<file path="src/rtl/necirtx_pkg.sv">
// Package for the NEC infrared frame transmitter.
// Holds the word types, register indexes, reset values and phase codes.
// No dependencies.
`default_nettype none

package necirtx_pkg;

    localparam int unsigned DUR_W    = 20;
    localparam int unsigned CARR_W   = 16;
    localparam int unsigned CFG_IX_W = 3;
    localparam int unsigned CFG_D_W  = 20;
    localparam int unsigned BITS_N   = 32;
    localparam int unsigned BIT_IX_W = 5;

    typedef enum logic [CFG_IX_W-1:0] {
        REG_HEADER_MARK  = 3'd0,
        REG_HEADER_SPACE = 3'd1,
        REG_BIT_MARK     = 3'd2,
        REG_ONE_SPACE    = 3'd3,
        REG_ZERO_SPACE   = 3'd4,
        REG_CARR_PERIOD  = 3'd5,
        REG_CARR_DUTY    = 3'd6
    } cfg_index_t;

    localparam logic [DUR_W-1:0]  RST_HEADER_MARK  = 20'd9000;
    localparam logic [DUR_W-1:0]  RST_HEADER_SPACE = 20'd4500;
    localparam logic [DUR_W-1:0]  RST_BIT_MARK     = 20'd562;
    localparam logic [DUR_W-1:0]  RST_ONE_SPACE    = 20'd1687;
    localparam logic [DUR_W-1:0]  RST_ZERO_SPACE   = 20'd562;
    localparam logic [CARR_W-1:0] RST_CARR_PERIOD  = 16'd26;
    localparam logic [CARR_W-1:0] RST_CARR_DUTY    = 16'd9;

    localparam logic KIND_TICK  = 1'b0;
    localparam logic KIND_START = 1'b1;

    typedef enum logic [5:0] {
        PH_IDLE      = 6'b000001,
        PH_HDR_MARK  = 6'b000010,
        PH_HDR_SPACE = 6'b000100,
        PH_BIT_MARK  = 6'b001000,
        PH_BIT_SPACE = 6'b010000,
        PH_STOP_MARK = 6'b100000
    } phase_t;

    typedef struct packed {
        logic       kind;
        logic [7:0] frame_address;
        logic [7:0] frame_command;
    } in_word_t;

    typedef struct packed {
        logic ir_out;
        logic envelope;
        logic busy_res;
        logic frame_done;
        logic accepted;
    } out_word_t;

endpackage

`default_nettype wire

</file>
<file path="src/rtl/nec_ir_frame_transmitter_unit.sv">
// NEC infrared frame transmitter, top level.
// An accepted word's result word is registered and shown in the cycle after it is taken.
// Throughput: one word per cycle unless a held result stalls in_ready; the phase timer,
// bit mux and carrier counter update in a single registered pass.
// Reset (rst_n low, asynchronous): idle phase, counters cleared, registers
// at their default timings, result register empty.
// Depends on necirtx_pkg.
`default_nettype none

module nec_ir_frame_transmitter_unit (
    input  wire                                  clk,
    input  wire                                  rst_n,
    input  wire                                  cfg_we,
    input  wire  [necirtx_pkg::CFG_IX_W-1:0]     cfg_index,
    input  wire  [necirtx_pkg::CFG_D_W-1:0]      cfg_data,
    input  wire                                  in_valid,
    output logic                                 in_ready,
    input  necirtx_pkg::in_word_t                in_data,
    output logic                                 out_valid,
    input  wire                                  out_ready,
    output necirtx_pkg::out_word_t               out_data
);
    import necirtx_pkg::*;

    logic [DUR_W-1:0]    hdr_mark_reg, hdr_space_reg, bit_mark_reg;
    logic [DUR_W-1:0]    one_space_reg, zero_space_reg;
    logic [CARR_W-1:0]   carr_period_reg, carr_duty_reg;

    phase_t              phase_reg, phase_next;
    logic [DUR_W-1:0]    interval_reg, interval_next;
    logic [BIT_IX_W-1:0] bit_ix_reg, bit_ix_next;
    logic [BITS_N-1:0]   frame_bits_reg, frame_bits_next;
    logic [CARR_W-1:0]   carr_cnt_reg, carr_cnt_next;

    out_word_t           out_data_reg, out_data_next;
    logic                out_valid_reg;

    logic                in_fire;
    logic [DUR_W-1:0]    raw_len, phase_len;
    logic [DUR_W:0]      count_inc;
    logic                done, acc, env;

    assign in_ready  = !out_valid_reg || out_ready;
    assign in_fire   = in_valid && in_ready;
    assign out_valid = out_valid_reg;
    assign out_data  = out_data_reg;

    // configuration registers
    always_ff @(posedge clk or negedge rst_n)
    begin
        if (!rst_n)
        begin
            hdr_mark_reg    <= RST_HEADER_MARK;
            hdr_space_reg   <= RST_HEADER_SPACE;
            bit_mark_reg    <= RST_BIT_MARK;
            one_space_reg   <= RST_ONE_SPACE;
            zero_space_reg  <= RST_ZERO_SPACE;
            carr_period_reg <= RST_CARR_PERIOD;
            carr_duty_reg   <= RST_CARR_DUTY;
        end
        else if (cfg_we)
        begin
            unique case (cfg_index)
                REG_HEADER_MARK:  hdr_mark_reg    <= cfg_data;
                REG_HEADER_SPACE: hdr_space_reg   <= cfg_data;
                REG_BIT_MARK:     bit_mark_reg    <= cfg_data;
                REG_ONE_SPACE:    one_space_reg   <= cfg_data;
                REG_ZERO_SPACE:   zero_space_reg  <= cfg_data;
                REG_CARR_PERIOD:  carr_period_reg <= cfg_data[CARR_W-1:0];
                REG_CARR_DUTY:    carr_duty_reg   <= cfg_data[CARR_W-1:0];
                default:          ;
            endcase
        end
    end

    // duration of the current phase, never below one tick
    always_comb
    begin
        unique case (phase_reg)
            PH_HDR_MARK:  raw_len = hdr_mark_reg;
            PH_HDR_SPACE: raw_len = hdr_space_reg;
            PH_BIT_MARK:  raw_len = bit_mark_reg;
            PH_BIT_SPACE: raw_len = frame_bits_reg[bit_ix_reg] ? one_space_reg
                                                                : zero_space_reg;
            PH_STOP_MARK: raw_len = bit_mark_reg;
            default:      raw_len = {{(DUR_W-1){1'b0}}, 1'b1};
        endcase
        phase_len = (raw_len == '0) ? {{(DUR_W-1){1'b0}}, 1'b1} : raw_len;
    end

    assign count_inc = {1'b0, interval_reg} + {{DUR_W{1'b0}}, 1'b1};

    always_comb
    begin
        phase_next      = phase_reg;
        interval_next   = interval_reg;
        bit_ix_next     = bit_ix_reg;
        frame_bits_next = frame_bits_reg;
        carr_cnt_next   = carr_cnt_reg;
        done            = 1'b0;
        acc             = 1'b0;

        if (in_data.kind == KIND_START)
        begin
            if (phase_reg == PH_IDLE)
            begin
                frame_bits_next = {~in_data.frame_command, in_data.frame_command,
                                   ~in_data.frame_address, in_data.frame_address};
                bit_ix_next     = '0;
                interval_next   = '0;
                phase_next      = PH_HDR_MARK;
                acc             = 1'b1;
            end
        end
        else
        begin
            if (carr_cnt_reg >= carr_period_reg)
                carr_cnt_next = '0;
            else
                carr_cnt_next = carr_cnt_reg + {{(CARR_W-1){1'b0}}, 1'b1};

            if (phase_reg != PH_IDLE)
            begin
                if (count_inc >= {1'b0, phase_len})
                begin
                    interval_next = '0;
                    unique case (phase_reg)
                        PH_HDR_MARK:  phase_next = PH_HDR_SPACE;
                        PH_HDR_SPACE: phase_next = PH_BIT_MARK;
                        PH_BIT_MARK:  phase_next = PH_BIT_SPACE;
                        PH_BIT_SPACE:
                        begin
                            if (bit_ix_reg == BIT_IX_W'(BITS_N - 1))
                                phase_next = PH_STOP_MARK;
                            else
                            begin
                                bit_ix_next = bit_ix_reg + {{(BIT_IX_W-1){1'b0}}, 1'b1};
                                phase_next  = PH_BIT_MARK;
                            end
                        end
                        PH_STOP_MARK:
                        begin
                            phase_next = PH_IDLE;
                            done       = 1'b1;
                        end
                        default:      phase_next = PH_IDLE;
                    endcase
                end
                else
                    interval_next = count_inc[DUR_W-1:0];
            end
        end

        env = (phase_next == PH_HDR_MARK) || (phase_next == PH_BIT_MARK)
              || (phase_next == PH_STOP_MARK);
        out_data_next.ir_out     = env && (carr_cnt_next < carr_duty_reg);
        out_data_next.envelope   = env;
        out_data_next.busy_res   = (phase_next != PH_IDLE);
        out_data_next.frame_done = done;
        out_data_next.accepted   = acc;
    end

    always_ff @(posedge clk or negedge rst_n)
    begin
        if (!rst_n)
        begin
            phase_reg      <= PH_IDLE;
            interval_reg   <= '0;
            bit_ix_reg     <= '0;
            frame_bits_reg <= '0;
            carr_cnt_reg   <= '0;
            out_valid_reg  <= 1'b0;
        end
        else if (in_fire)
        begin
            phase_reg      <= phase_next;
            interval_reg   <= interval_next;
            bit_ix_reg     <= bit_ix_next;
            frame_bits_reg <= frame_bits_next;
            carr_cnt_reg   <= carr_cnt_next;
            out_valid_reg  <= 1'b1;
        end
        else if (out_ready)
        begin
            out_valid_reg  <= 1'b0;
        end
    end

    always_ff @(posedge clk)
    begin
        if (in_fire)
            out_data_reg <= out_data_next;
    end

    a_done_ends_frame: assert property (@(posedge clk) disable iff (!rst_n)
        out_valid && out_data.frame_done |-> !out_data.busy_res && !out_data.envelope)
        else $error("frame_done with frame still running");

    a_ir_needs_env: assert property (@(posedge clk) disable iff (!rst_n)
        out_valid && out_data.ir_out |-> out_data.envelope)
        else $error("ir_out high outside a mark");

    a_busy_start_dropped: assert property (@(posedge clk) disable iff (!rst_n)
        in_fire && (in_data.kind == KIND_START) && (phase_reg != PH_IDLE)
        |=> out_valid && !out_data.accepted && $stable(phase_reg))
        else $error("start while busy was latched");

    a_idle_after_done: assert property (@(posedge clk) disable iff (!rst_n)
        in_fire && (phase_reg == PH_IDLE) && (in_data.kind == KIND_TICK)
        |=> !out_data.busy_res && !out_data.frame_done)
        else $error("tick while idle left idle state");

endmodule

`default_nettype wire

</file>
<file path="config.mk">
export PLATFORM = sky130hd
export DESIGN_NAME = nec_ir_frame_transmitter_unit
export DESIGN_NICKNAME = d
export VERILOG_FILES = /design/src/rtl/necirtx_pkg.sv /design/src/rtl/nec_ir_frame_transmitter_unit.sv
export SDC_FILE = /design/constraint.sdc
export NUM_CORES = 1
export LEC_CHECK = 0
export BUFFER_PORTS_ARGS = -buffer_cell sky130_fd_sc_hd__buf_2
export CORE_UTILIZATION = 36
export DETAILED_ROUTE_END_ITERATION = 7
export HOLD_SLACK_MARGIN = 0.08
export PLACE_DENSITY_LB_ADDON = 0.1
export SYNTH_ARGS = -nofsm -noshare
export SYNTH_HDL_FRONTEND = slang
export SYNTH_SLANG_ARGS = --single-unit
export TNS_END_PERCENT = 100
</file>
<file path="constraint.sdc">
create_clock -name clk -period 5.6 [get_ports clk]
set_clock_uncertainty 0.15 [all_clocks]
set_input_delay 1.12 -clock clk [delete_from_list [all_inputs] [get_ports clk]]
set_output_delay 1.12 -clock clk [all_outputs]
set_load 0.1 [all_outputs]
</file>
==> flow_summary.json <==
{
  "status": "complete, no violations",
  "path_cells": "mux4_2, mux2i_1, nand3_1, nand4_1, buf_12, mux2i_1, o21a_1, nand4_1, nor4_1, a41o_1, ha_1, nand3_1, nor4_1, a211oi_1, o221ai_1, o31ai_2, buf_4, and2_2, nor4_1, nor2_1, or4b_1",
  "start_util": 0.3668,
  "syn_avg_cell_area_um2": 12.03,
  "start_kind": "flip-flop",
  "num-fill-cells": 2911,
  "synth_edf_count": 5,
  "p_total_w": 0.006137,
  "largest_register_ffs": 32,
  "netSwitchingFraction": 0.3309,
  "core_um2": 30670,
  "grt_pass1_vias": 7688,
  "r2r_start": "bit_ix_reg[0]",
  "clk_path_buf_depth": 3,
  "critical_path_arrival_ns": 5.25,
  "timing.rr.end": "out_data[2]",
  "p_seq_frac": 0.372,
  "antenna_cells": 0,
  "peakVddDrop_v": 0.0002517,
  "area.growth.synth_to_final_pct": 16.07,
  "num_rows": 64,
  "fin_nets": 1098,
  "ys_async_sr_fraction": 0.9770,
  "slowest_stage": "mux4_2",
  "max_stage_delay_ns": 0.55,
  "pre_cts_ws_ns": 0.2151,
  "cpMostUsedCell": "nor4_1",
  "ys_warn_count": 0,
  "die_area_um2": 31960,
  "register_area_um2": 5495,
  "wl_per_cell_um": 19.71,
  "clockRootBuffer": "clkbuf_16",
  "pwr-share-comb": 0.335,
  "hold_viol": 0,
  "fin_ws_ns": 0.4633,
  "syn_inst": 935,
  "fmax_mhz": 194.7,
  "cts_num_sinks": 217,
  "dp_hpwl_um": 19390,
  "tns_ns": 0,
  "period_share": 0.9173,
  "clkPwrFrac": 0.293,
  "cp-endpoint": "out_data[2]",
  "finalCriticalPeriod_ns": 5.137,
  "p_int_w": 0.004106,
  "grt_pass1_wl_um": 44570,
  "startpoint": "bit_ix_reg[0]",
  "grt.met2_usage": 0.2904,
  "layout-drive-gt1-share": 0.3333,
  "route.detailed.drc": 0,
  "via_count": 7566,
  "met3_usage": 0.02184,
  "cts_tree": "done",
  "drtIter0Drc": 457,
  "dr.pass1.iters": 5,
  "worstPathRequired_ns": 5.72,
  "hold_class": "reg2reg",
  "crit_type": "reg2reg",
  "track_usage": 0.1814,
  "antenna_found_initial": 0,
  "syn_nets": 1036,
  "io_pins": 52,
  "critPathMaxFanout": 20,
  "p_per_area_nw_per_um2": 470.0,
  "numCtsBuffers": 26,
  "chipWidth_um": 178.8,
  "gr-usage-met1": 0.2603,
  "drt_wl_total_um": 27850,
  "htreeDepth": 1,
  "vias_per_cell": 5.355,
  "rsz0062_at_grt": "no",
  "ys_types": 70,
  "grt_max_degree": 108,
  "final_util": 0.4257,
  "end_kind": "flip-flop",
  "gp_congestion": 0.8234,
  "dieHeight_um": 178.8,
  "hold_buffers": 0,
  "synth-seq-cells": 217,
  "ys.flop_type": "dfrtp_1",
  "r2r_cells": 21,
  "route.antenna.remaining_nets": 0,
  "switchingPower_w": 0.002031,
  "synthesis.area_um2": 11250,
  "leakage_nw": 5.873,
  "grt.busiest_layer": "met2",
  "setup-violations-final": 0,
  "drv_slew": 0,
  "multiInputGateArea_um2": 5446,
  "drv_cap": 0,
  "port_buffers": 51,
  "clk_latency_ns": 0.53,
  "gr-total-overflow": 0,
  "ys_seq_area_frac": 0.4884,
  "clkTransAtPathRegs_ns": 0.06,
  "maxSlewHeadroom": 0.3253,
  "tightest_slew_ns": 1.007,
  "r2r_slack_ns": 0.46
}
metal layers:
layer	wire, um	share of wire
met4	505	0.018
met3	996	0.036
met2	12810	0.46
met5	0	0
met1	13540	0.49
worst max-delay path: cells and delay by family, from the launching register on:
kind | cells | cell delay [ns]
fa+ha+maj | 1 | 0.13
mux | 3 | 0.92
simple gates | 10 | 1.91
flops | 1 | 0.52
buf+inv | 2 | 0.38
compound gates | 5 | 0.85
cell families (layout without fill, tap and decap cells):
family | after synthesis | after routing | share of synthesized area
DFF | 217 | 217 | 0.4884
xor gates and xnor gates | 31 | 31 | 0.02414
muxes | 188 | 188 | 0.1934
buffers and inverters | 86 | 168 | 0.03025
adders and majority gates | 56 | 56 | 0.06229
AOI/OAI and AO/OA | 165 | 165 | 0.1121
and+or+nand+nor | 192 | 192 | 0.08932
how the worst min path moves through the flow:
stage / startpoint / to / slack, ns / cells past startpoint
2_1_floorplan: frame_bits_reg[18] / frame_bits_reg[18] / 0.33 / 1
3_3_place_gp: bit_mark_reg[16] / bit_mark_reg[16] / 0.34 / 1
3_5_place_dp: carr_period_reg[5] / carr_period_reg[5] / 0.34 / 1
4_1_cts: carr_period_reg[5] / carr_period_reg[5] / 0.36 / 1
5_1_grt: bit_mark_reg[16] / bit_mark_reg[16] / 0.37 / 1
6_report: carr_period_reg[5] / carr_period_reg[5] / 0.35 / 1
area by class of cell:
type / count / share of cell area
Clock buffer: 33 / 0.05654
Timing Repair Buffer: 78 / 0.04063
Tap cell: 396 / 0.03795
Clock inverter: 15 / 0.01447
Inverter: 42 / 0.01236
Multi-Input combinational cell: 632 / 0.4172
Sequential cell: 217 / 0.4209
cell usage in the layout (no fill, tap or decap), types with 25 or more instances in the layout:
cell and n:
ha_1 56, mux2_2 155, clkbuf_16 27, nor2_1 47
a21oi_1 33, mux2i_1 25, nand2_1 43, buf_2 50
inv_1 40, dfrtp_1 180, dfstp_2 31
timing repair:
action                                 in CTS  in global routing
gates resized for setup                     0                  2
endpoints found under the hold margin       0                  0
buffers inserted                            0                  1
setup endpoints to repair                   0                 23
power groups by stage:
stage / logic [W] / registers (W) / clock network, W
finish: 0.00205 / 0.00229 / 0.00180
global route: 0.00228 / 0.00234 / 0.00192
CTS: 0.00207 / 0.00229 / 0.00186
detailed placement: 0.00206 / 0.00231 / 0
global placement: 0.00204 / 0.00232 / 0
floorplan: 0.00148 / 0.00227 / 0
metrics by stage:
step | cell area, um^2 | hold WS [ns] | std cells
floorplan | 11250 | 0.3252 | 935
global placement | 12100 | 0.3376 | 1364
detailed placement | 12100 | 0.3434 | 1364
CTS | 13030 | 0.3574 | 1412
global route | 13060 | 0.3697 | 1413
finish | 13060 | 0.3535 | 1413
synth_stat cells, types with 2 or more instances:
master     number  area [um^2]
a211o_1         2        17.52
a211oi_1        2        15.01
a21o_1         18        135.1
a21oi_1        33        165.2
a21oi_2         2        17.52
a222oi_1       19        190.2
a22o_1         21        183.9
a41oi_1         2        17.52
and3_1         13        81.33
and3_4          4        45.04
buf_4           2        15.01
clkbuf_1       39        146.4
dfrtp_1       181         4529
dfstp_2        31        814.5
edfxtp_1        5        150.1
ha_1           56        700.7
inv_1          40        150.1
mux2_2        155         1745
mux2i_1        25        250.2
mux4_2          8        180.2
nand2_1        43        161.4
nand2b_1        8        50.05
nand3_1        15        75.07
nand3b_1        2        15.01
nand4_1        17        106.4
nand4b_1        5        43.79
nor2_1         47        176.4
nor2b_1         7        43.79
nor3_1          8        40.04
nor3b_1         3        22.52
nor4_1         10        62.56
o2111ai_1       2        17.52
o211ai_1        3        22.52
o21a_1         20        150.1
o21ai_0        12        60.06
o221ai_1        2        17.52
o22ai_1         2        12.51
o31ai_1        10        75.07
xnor2_1        17        148.9
xor2_1         14        122.6
(Power assumes the default switching activity.)
